[config.mk]
export PLATFORM = sky130hd
export DESIGN_NAME = timed_event_queue
export DESIGN_NICKNAME = d
export VERILOG_FILES = /design/src/hdl/teq_pkg.sv /design/src/hdl/teq_ram.sv /design/src/hdl/teq_seq.sv /design/src/hdl/timed_event_queue.sv
export SDC_FILE = /design/constraint.sdc
export NUM_CORES = 2
export LEC_CHECK = 0
export BUFFER_PORTS_ARGS = -buffer_cell sky130_fd_sc_hd__clkbuf_2
export CAP_MARGIN = 5
export CORE_MARGIN = 4
export CORE_UTILIZATION = 43
export DETAILED_ROUTE_END_ITERATION = 7
export PLACE_DENSITY = 0.66
export SLEW_MARGIN = 5
export SYNTH_ARGS = -nofsm -noshare
export SYNTH_HDL_FRONTEND = slang
export SYNTH_HIERARCHICAL = 1
export SYNTH_SLANG_ARGS = --single-unit
[constraint.sdc]
create_clock -name clk -period 15.7 [get_ports clk]
set_clock_uncertainty 0.05 [all_clocks]
set_input_delay 3.14 -clock clk [delete_from_list [all_inputs] [get_ports clk]]
set_output_delay 3.14 -clock clk [all_outputs]
set_load 0.05 [all_outputs]
[src/hdl/teq_pkg.sv]
// ----------------------------------------------------------------------------
// teq_pkg
// Types, sizes and command codes shared by the timed event queue modules.
// ----------------------------------------------------------------------------
package teq_pkg;

  localparam int QUEUE_DEPTH = 16;
  localparam int ID_BITS     = 8;
  localparam int TAG_BITS    = 16;

  localparam int IDX_W  = $clog2(QUEUE_DEPTH);
  localparam int CNT_W  = $clog2(QUEUE_DEPTH + 1);
  localparam int TIME_W = 64;
  localparam int AMT_W  = 32;

  localparam int F_CMD_W   = 3;
  localparam int F_ID_W    = 8;
  localparam int F_TAG_W   = 16;
  localparam int F_COUNT_W = 7;

  localparam int IN_DATA_W  = 56;
  localparam int OUT_DATA_W = 224;

  localparam logic [F_CMD_W-1:0] CMD_TICK   = 3'd0;
  localparam logic [F_CMD_W-1:0] CMD_ADD    = 3'd1;
  localparam logic [F_CMD_W-1:0] CMD_CANCEL = 3'd2;
  localparam logic [F_CMD_W-1:0] CMD_RUN    = 3'd3;
  localparam logic [F_CMD_W-1:0] CMD_ZERO   = 3'd4;

  typedef struct packed {
    logic [TIME_W-1:0]   due;
    logic [ID_BITS-1:0]  id;
    logic [TAG_BITS-1:0] tag;
  } entry_t;

  localparam int ENTRY_W = $bits(entry_t);

  typedef struct packed {
    logic               re;
    logic [IDX_W-1:0]   raddr;
    logic               we;
    logic [IDX_W-1:0]   waddr;
    entry_t             wdata;
  } mem_req_t;

  typedef struct packed {
    logic [F_CMD_W-1:0] cmd;
    logic [AMT_W-1:0]   amount;
    logic [F_ID_W-1:0]  event_id;
    logic [F_TAG_W-1:0] event_tag;
  } cmd_item_t;

  typedef struct packed {
    logic                 fired;
    logic [F_ID_W-1:0]    fired_id;
    logic [F_TAG_W-1:0]   fired_tag;
    logic [TIME_W-1:0]    fired_time;
    logic                 last;
    logic                 status;
    logic [F_COUNT_W-1:0] queue_count;
    logic [TIME_W-1:0]    next_time;
    logic [TIME_W-1:0]    now_time;
  } result_t;

endpackage

[src/hdl/teq_ram.sv]
// ----------------------------------------------------------------------------
// teq_ram
// Simple dual-port RAM, one write and one registered read per cycle.
// ----------------------------------------------------------------------------
module teq_ram #(
  parameter int WIDTH = 8,
  parameter int DEPTH = 16
) (
  input  logic                     clk,
  input  logic                     re,
  input  logic [$clog2(DEPTH)-1:0] raddr,
  output logic [WIDTH-1:0]         rdata,
  input  logic                     we,
  input  logic [$clog2(DEPTH)-1:0] waddr,
  input  logic [WIDTH-1:0]         wdata
);

  logic [WIDTH-1:0] mem [DEPTH];

  always_ff @(posedge clk) begin
    if (we) begin
      mem[waddr] <= wdata;
    end
    if (re) begin
      rdata <= mem[raddr];
    end
  end

endmodule

[src/hdl/teq_seq.sv]
// ----------------------------------------------------------------------------
// teq_seq
// Command sequencer: walks the sorted event memory one entry at a time for
// add, cancel and run, and holds the result register.
// ----------------------------------------------------------------------------
module teq_seq (
  input  logic               clk,
  input  logic               rst_n,
  input  logic               in_valid,
  output logic               in_ready,
  input  teq_pkg::cmd_item_t in_item,
  output logic               out_valid,
  input  logic               out_ready,
  output teq_pkg::result_t   out_item,
  output teq_pkg::mem_req_t  mem_req,
  input  teq_pkg::entry_t    mem_rdata
);
  import teq_pkg::*;

  typedef enum logic [11:0] {
    S_IDLE  = 12'b000000000001,
    S_A_RD  = 12'b000000000010,
    S_A_CHK = 12'b000000000100,
    S_A_WR0 = 12'b000000001000,
    S_C_RD  = 12'b000000010000,
    S_C_CHK = 12'b000000100000,
    S_R_RD  = 12'b000001000000,
    S_R_CHK = 12'b000010000000,
    S_E_RD  = 12'b000100000000,
    S_E_CHK = 12'b001000000000,
    S_M_RD  = 12'b010000000000,
    S_M_CHK = 12'b100000000000
  } state_t;

  state_t              state_r, state_nxt;
  logic [CNT_W-1:0]    cnt_r, cnt_nxt;
  logic [TIME_W-1:0]   now_r, now_nxt;
  logic [TIME_W-1:0]   head_r, head_nxt;
  logic [TIME_W-1:0]   t_r, t_nxt;
  logic [ID_BITS-1:0]  id_r, id_nxt;
  logic [TAG_BITS-1:0] tag_r, tag_nxt;
  logic [CNT_W-1:0]    idx_r, idx_nxt;
  logic [CNT_W-1:0]    wr_r, wr_nxt;
  logic [CNT_W-1:0]    ndue_r, ndue_nxt;
  logic                out_valid_r, out_valid_nxt;
  result_t             out_r, out_nxt;

  logic                emit;
  logic                em_fired;
  logic                em_last;
  logic                em_status;
  entry_t              em_entry;
  logic [CNT_W-1:0]    em_cnt;
  logic [TIME_W-1:0]   em_head;
  logic [CNT_W-1:0]    idx_p1;
  logic [CNT_W-1:0]    ndue_m1;
  logic                accept;
  logic                out_free;
  entry_t              new_entry;

  assign in_ready  = (state_r == S_IDLE) && !out_valid_r;
  assign accept    = in_valid && in_ready;
  assign out_free  = !out_valid_r || out_ready;
  assign out_valid = out_valid_r;
  assign out_item  = out_r;
  assign idx_p1    = idx_r + CNT_W'(1);
  assign ndue_m1   = ndue_r - CNT_W'(1);
  assign new_entry = '{due: t_r, id: id_r, tag: tag_r};

  always_comb begin
    state_nxt = state_r;
    cnt_nxt   = cnt_r;
    now_nxt   = now_r;
    head_nxt  = head_r;
    t_nxt     = t_r;
    id_nxt    = id_r;
    tag_nxt   = tag_r;
    idx_nxt   = idx_r;
    wr_nxt    = wr_r;
    ndue_nxt  = ndue_r;
    mem_req   = '0;
    emit      = 1'b0;
    em_fired  = 1'b0;
    em_last   = 1'b1;
    em_status = 1'b0;
    em_entry  = '0;
    em_cnt    = '0;
    em_head   = '0;

    case (state_r)
      S_IDLE: begin
        if (accept) begin
          t_nxt   = now_r + TIME_W'(in_item.amount);
          id_nxt  = ID_BITS'(in_item.event_id);
          tag_nxt = TAG_BITS'(in_item.event_tag);
          idx_nxt = '0;
          wr_nxt  = '0;
          case (in_item.cmd)
            CMD_TICK: begin
              now_nxt = now_r + TIME_W'(in_item.amount);
              emit    = 1'b1;
            end
            CMD_ADD: begin
              if (cnt_r == CNT_W'(QUEUE_DEPTH)) begin
                em_status = 1'b1;
                emit      = 1'b1;
              end else if (cnt_r == '0) begin
                mem_req.we    = 1'b1;
                mem_req.waddr = '0;
                mem_req.wdata = '{due: t_nxt, id: id_nxt, tag: tag_nxt};
                head_nxt      = t_nxt;
                cnt_nxt       = CNT_W'(1);
                emit          = 1'b1;
              end else begin
                idx_nxt   = cnt_r - CNT_W'(1);
                state_nxt = S_A_RD;
              end
            end
            CMD_CANCEL: begin
              if (cnt_r == '0) begin
                emit = 1'b1;
              end else begin
                state_nxt = S_C_RD;
              end
            end
            CMD_RUN: begin
              if (cnt_r == '0) begin
                emit = 1'b1;
              end else begin
                state_nxt = S_R_RD;
              end
            end
            CMD_ZERO: begin
              now_nxt = '0;
              emit    = 1'b1;
            end
            default: begin
              emit = 1'b1;
            end
          endcase
        end
      end

      // Insert walks down from the tail, moving each later entry up by one.
      S_A_RD: begin
        mem_req.re    = 1'b1;
        mem_req.raddr = idx_r[IDX_W-1:0];
        state_nxt     = S_A_CHK;
      end
      S_A_CHK: begin
        mem_req.we    = 1'b1;
        mem_req.waddr = idx_p1[IDX_W-1:0];
        if (mem_rdata.due >= t_r) begin
          mem_req.wdata = mem_rdata;
          if (idx_r == '0) begin
            state_nxt = S_A_WR0;
          end else begin
            idx_nxt   = idx_r - CNT_W'(1);
            state_nxt = S_A_RD;
          end
        end else begin
          mem_req.wdata = new_entry;
          cnt_nxt       = cnt_r + CNT_W'(1);
          emit          = 1'b1;
          state_nxt     = S_IDLE;
        end
      end
      S_A_WR0: begin
        mem_req.we    = 1'b1;
        mem_req.waddr = '0;
        mem_req.wdata = new_entry;
        head_nxt      = t_r;
        cnt_nxt       = cnt_r + CNT_W'(1);
        emit          = 1'b1;
        state_nxt     = S_IDLE;
      end

      // Cancel compacts the kept entries toward the head in one pass.
      S_C_RD: begin
        mem_req.re    = 1'b1;
        mem_req.raddr = idx_r[IDX_W-1:0];
        state_nxt     = S_C_CHK;
      end
      S_C_CHK: begin
        if (mem_rdata.id != id_r) begin
          mem_req.we    = 1'b1;
          mem_req.waddr = wr_r[IDX_W-1:0];
          mem_req.wdata = mem_rdata;
          if (wr_r == '0) begin
            head_nxt = mem_rdata.due;
          end
          wr_nxt = wr_r + CNT_W'(1);
        end
        idx_nxt = idx_p1;
        if (idx_p1 == cnt_r) begin
          cnt_nxt   = (mem_rdata.id != id_r) ? wr_r + CNT_W'(1) : wr_r;
          emit      = 1'b1;
          state_nxt = S_IDLE;
        end else begin
          state_nxt = S_C_RD;
        end
      end

      // Run first counts the due prefix so every result knows the final count.
      S_R_RD: begin
        mem_req.re    = 1'b1;
        mem_req.raddr = idx_r[IDX_W-1:0];
        state_nxt     = S_R_CHK;
      end
      S_R_CHK: begin
        if (mem_rdata.due <= now_r) begin
          idx_nxt = idx_p1;
          if (idx_p1 == cnt_r) begin
            ndue_nxt  = cnt_r;
            idx_nxt   = '0;
            state_nxt = S_E_RD;
          end else begin
            state_nxt = S_R_RD;
          end
        end else begin
          ndue_nxt = idx_r;
          head_nxt = mem_rdata.due;
          if (idx_r == '0) begin
            emit      = 1'b1;
            state_nxt = S_IDLE;
          end else begin
            idx_nxt   = '0;
            state_nxt = S_E_RD;
          end
        end
      end
      S_E_RD: begin
        if (out_free) begin
          mem_req.re    = 1'b1;
          mem_req.raddr = idx_r[IDX_W-1:0];
          state_nxt     = S_E_CHK;
        end
      end
      S_E_CHK: begin
        emit     = 1'b1;
        em_fired = 1'b1;
        em_entry = mem_rdata;
        em_last  = (idx_r == ndue_m1);
        idx_nxt  = idx_p1;
        if (idx_r == ndue_m1) begin
          idx_nxt   = ndue_r;
          wr_nxt    = '0;
          state_nxt = S_M_RD;
        end else begin
          state_nxt = S_E_RD;
        end
      end
      S_M_RD: begin
        if (idx_r == cnt_r) begin
          cnt_nxt   = cnt_r - ndue_r;
          state_nxt = S_IDLE;
        end else begin
          mem_req.re    = 1'b1;
          mem_req.raddr = idx_r[IDX_W-1:0];
          state_nxt     = S_M_CHK;
        end
      end
      S_M_CHK: begin
        mem_req.we    = 1'b1;
        mem_req.waddr = wr_r[IDX_W-1:0];
        mem_req.wdata = mem_rdata;
        wr_nxt        = wr_r + CNT_W'(1);
        idx_nxt       = idx_p1;
        state_nxt     = S_M_RD;
      end
      default: begin
        state_nxt = S_IDLE;
      end
    endcase

    em_cnt  = em_fired ? (cnt_r - ndue_r) : cnt_nxt;
    em_head = head_nxt;

    out_valid_nxt = out_valid_r && !out_ready;
    out_nxt       = out_r;
    if (emit) begin
      out_valid_nxt       = 1'b1;
      out_nxt.fired       = em_fired;
      out_nxt.fired_id    = F_ID_W'(em_entry.id);
      out_nxt.fired_tag   = F_TAG_W'(em_entry.tag);
      out_nxt.fired_time  = em_entry.due;
      out_nxt.last        = em_last;
      out_nxt.status      = em_status;
      out_nxt.queue_count = F_COUNT_W'(em_cnt);
      out_nxt.next_time   = (em_cnt != '0) ? em_head : '0;
      out_nxt.now_time    = now_nxt;
    end
  end

  always_ff @(posedge clk) begin
    if (!rst_n) begin
      state_r     <= S_IDLE;
      cnt_r       <= '0;
      now_r       <= '0;
      out_valid_r <= 1'b0;
    end else begin
      state_r     <= state_nxt;
      cnt_r       <= cnt_nxt;
      now_r       <= now_nxt;
      out_valid_r <= out_valid_nxt;
    end
  end

  always_ff @(posedge clk) begin
    head_r <= head_nxt;
    t_r    <= t_nxt;
    id_r   <= id_nxt;
    tag_r  <= tag_nxt;
    idx_r  <= idx_nxt;
    wr_r   <= wr_nxt;
    ndue_r <= ndue_nxt;
    out_r  <= out_nxt;
  end

endmodule

[src/hdl/timed_event_queue.sv]
// Tick, zero, a full add and any command on an empty queue give their item in the cycle
// after acceptance. Add moves each later entry up, then writes the new one (in its own step
// at the head). Cancel reads each entry and writes back the kept ones; run reads each due
// entry and the first not due, emits each due item (each waits for out_tready), then moves
// the rest down. One command at a time; the next is taken once its last item has left.
// Synchronous active-low reset empties the queue and zeroes the time.
// ----------------------------------------------------------------------------
// timed_event_queue
// Timed event queue kept sorted by due time in a small event RAM.
// ----------------------------------------------------------------------------
module timed_event_queue (
  input  logic                               clk,
  input  logic                               rst_n,
  input  logic                               in_tvalid,
  output logic                               in_tready,
  // amount, event_id, event_tag
  input  logic [teq_pkg::IN_DATA_W-1:0]      in_tdata,
  // cmd
  input  logic [teq_pkg::F_CMD_W-1:0]        in_tuser,
  output logic                               out_tvalid,
  input  logic                               out_tready,
  // fired_id, fired_tag, fired_time, queue_count, next_time, now_time, pad
  output logic [teq_pkg::OUT_DATA_W-1:0]     out_tdata,
  // fired, status
  output logic [1:0]                         out_tuser,
  output logic                               out_tlast
);
  import teq_pkg::*;

  cmd_item_t in_item;
  result_t   res;
  mem_req_t  mem_req;
  entry_t    mem_rdata;
  logic [ENTRY_W-1:0] rdata_raw;

  assign in_item.cmd       = in_tuser;
  assign in_item.amount    = in_tdata[31:0];
  assign in_item.event_id  = in_tdata[39:32];
  assign in_item.event_tag = in_tdata[55:40];

  assign out_tdata = {1'b0, res.now_time, res.next_time, res.queue_count,
                      res.fired_time, res.fired_tag, res.fired_id};
  assign out_tuser = {res.status, res.fired};
  assign out_tlast = res.last;
  assign mem_rdata = entry_t'(rdata_raw);

  teq_seq u_seq (
    .clk       (clk),
    .rst_n     (rst_n),
    .in_valid  (in_tvalid),
    .in_ready  (in_tready),
    .in_item   (in_item),
    .out_valid (out_tvalid),
    .out_ready (out_tready),
    .out_item  (res),
    .mem_req   (mem_req),
    .mem_rdata (mem_rdata)
  );

  teq_ram #(
    .WIDTH (ENTRY_W),
    .DEPTH (QUEUE_DEPTH)
  ) u_ram (
    .clk   (clk),
    .re    (mem_req.re),
    .raddr (mem_req.raddr),
    .rdata (rdata_raw),
    .we    (mem_req.we),
    .waddr (mem_req.waddr),
    .wdata (mem_req.wdata)
  );

endmodule

==> flow_summary.json <==
{
  "final_area_sq_um": 92600,
  "timing.rr.start": "u_seq/state_r[6]",
  "wl_met3_um": 23100,
  "grt_pass1_vias": 47700,
  "dr.max_layer_used": "met5",
  "crit_start": "in_tdata[6]",
  "rsz0062_at_grt": "false",
  "drc": 0,
  "nets": 5512,
  "num_vias": 49100,
  "ys_seq_area_frac": 0.705,
  "cts-root-buf": "clkbuf_16",
  "crit_slowest_cell": "a222oi_1",
  "utilization": 0.491,
  "post_cts_resized": 0,
  "synthesis.instances": 4935,
  "layout_common_cells": "edfxtp_1, mux4_2, nand2_1",
  "min_from": "u_seq/head_r[42]",
  "worstSkewPairLatency_ns": 0.84,
  "drt_iter0_drc": 6290,
  "period_needed_ns": 7.54,
  "worst_slew_pin_slew_ns": 1.42,
  "synth_flop_cell": "edfxtp_1",
  "finalHoldViolCount": 0,
  "coreArea_sq_um": 189000,
  "maxCapViolCount": 0,
  "crit_path_cell_trace": "clkbuf_2 > ha_1 > nand2_1 > a211oi_1 > o21bai_1 > a31oi_1 > buf_4 > a22o_1 > a21o_1 > nand2_1 > xnor2_1 > a222oi_1 > inv_1",
  "dpl_cell_area_sq_um": 86400,
  "grt_max_degree": 157,
  "drive_gt1_frac": 0.201,
  "drt-vias-per-instance": 6.19,
  "io_pins": 292,
  "initial_core_util": 0.434,
  "dpl.hpwl_um": 148000,
  "die_x_um": 444,
  "clk_pin_slew_ns": 0.06,
  "finalSetupViolCount": 0,
  "cp_max_fo": 16,
  "synth.area.top_cells": "edfxtp_1, mux4_2, dfxtp_1, ha_1, a22oi_1",
  "wl_met1_um": 95100,
  "crit_top_cell": "nand2_1",
  "fmax_ghz": 0.133,
  "yosysUniqueCellTypes": 89,
  "die_h_um": 444,
  "slew_violations": 0,
  "die-area_sq_um": 197000,
  "synth_top_area_frac": 0.669,
  "first_pass_iters": 8,
  "postSynth.asyncResetShare": 0,
  "fin_ws_ns": 8.16,
  "grt-ovfl-total": 0,
  "synth_top_area_cell": "edfxtp_1",
  "wl_met2_um": 111000,
  "cts-htree-levels": 4,
  "hold_path_class": "reg -> reg",
  "antenna_found_initial": 8,
  "critical_path_required_ns": 16.08,
  "cpPeakStageDelay_ns": 0.92,
  "ys_seq_elements": 1969,
  "status": "complete, no violations",
  "synth_edf_count": 1823,
  "clock_path_buffers": 3,
  "period_share": 0.480,
  "wl_um": 240000,
  "leakage_nw": 31.0,
  "pre_cts_ws_ns": 7.50,
  "track_usage": 0.239,
  "grt_pass1_wl_um": 344000,
  "syn_to_final_growth_pct": 13.1,
  "crit_path_start_kind": "primary input",
  "max_slew_margin": 0.0467,
  "power.density_nw_per_um2": 117,
  "cts_inserted_buffers": 191,
  "fin_setup_tns_ns": 0,
  "holdBufCountCts": 0,
  "wire_per_inst_um": 30.3,
  "portBuffers": 288,
  "avgSynthCellArea_sq_um": 16.6,
  "yosysWarnings": 6,
  "rows": 159,
  "antenna_left": 0,
  "synth_area_sq_um": 81800,
  "end_kind": "flop",
  "cts_tree": "done",
  "final_common_cell": "edfxtp_1",
  "gp_congestion": 0.935,
  "arrival_ns": 7.92,
  "path_class": "in -> reg",
  "postCtsSetupRepairBufs": 0,
  "ir_drop_v": 0.0000906,
  "cts_sinks": 1969
}
==> cell families after synthesis <==
group,after synthesis,synth area share
other,2,0.0000918
buffers and inverters,485,0.0247
adders and majority gates,174,0.0268
AOI/OAI and AO/OA,883,0.0759
and+or+nand+nor,966,0.0596
muxes,359,0.0977
xor gates and xnor gates,97,0.0106
DFF,1969,0.705
==> cells in the mapped netlist, types with 21 or more instances <==
cell / n
nor2_1: 128
mux4_2: 352
ha_1: 172
a21oi_1: 182
a22o_1: 49
a31oi_1: 36
a222oi_1: 48
nand3_1: 75
edfxtp_1: 1823
nand2_1: 343
inv_1: 226
xor2_1: 30
a221o_1: 26
clkbuf_1: 161
buf_1: 29
and2_1: 151
xnor2_1: 66
nor3_1: 52
a211oi_1: 21
o21ai_0: 122
buf_2: 40
nand4_1: 51
dfxtp_1: 146
or3_1: 21
a21o_1: 32
a22oi_1: 233
nor2b_1: 21
==> cell type report <==
type                            instances  area [sq um]
Tap cell                             2495          3120
Clock inverter                        101           985
Timing Repair Buffer                  402          2360
Antenna cell                            7          17.5
Fill cell                           15500         96000
Sequential cell                      1969         57700
Clock buffer                          250          5170
Inverter                              229           866
Multi-Input combinational cell       2482         22400
==> worst max-delay path: cells and delay by family <==
family | cells | cell delay [ns]
compound gates | 6 | 3.03
buf+inv | 3 | 0.81
fa+ha+maj | 1 | 0.42
simple gates | 2 | 0.30
xor+xnor | 1 | 0.21
==> final timing paths <==
kind | end | slack [ns] | cells after the start
hold reg to reg | u_seq/head_r[42] | 0.42 | 2
setup reg to reg | u_ram/mem[15][25] | 8.76 | 8
setup / recovery | u_ram/mem[11][85] | 8.16 | 13
hold / removal | u_seq/head_r[42] | 0.42 | 2
==> registers in the layout, indices dropped and copies added, names as in the netlist, 8 cells and up <==
register,flops
u_seq/out_item,224
u_seq/tag_r,16
u_seq/now_r,64
u_seq/id_r,8
u_ram/mem,1408
u_seq/state_r,12
u_ram/rdata,88
u_seq/head_r,64
u_seq/t_r,64
==> power by group <==
part / switching (mW) / internal, mW / total, mW
registers: 0.0575 / 5.77 / 5.83
logic: 0.355 / 0.120 / 0.475
clock network: 1.96 / 2.57 / 4.53
==> stage by stage <==
| stage | hold slack, ns | total power, mW | std cells |
|---|---|---|---|
| 2_1_floorplan | 0.370 | 6.26 | 4936 |
| 3_3_place_gp | 0.381 | 6.40 | 7576 |
| 3_5_place_dp | 0.388 | 6.41 | 7577 |
| 4_1_cts | 0.403 | 10.9 | 7928 |
| 5_1_grt | 0.434 | 11.2 | 7930 |
| 6_report | 0.417 | 10.8 | 7935 |
==> per-layer routing <==
layer | up-vias | global-route usage
met3 | 457 | 0.0468
met5 | - | 0
met2 | 2846 | 0.374
li1 | 20400 | -
met4 | 4 | 0.0936
met1 | 25500 | 0.333
(Power assumes the default switching activity.)
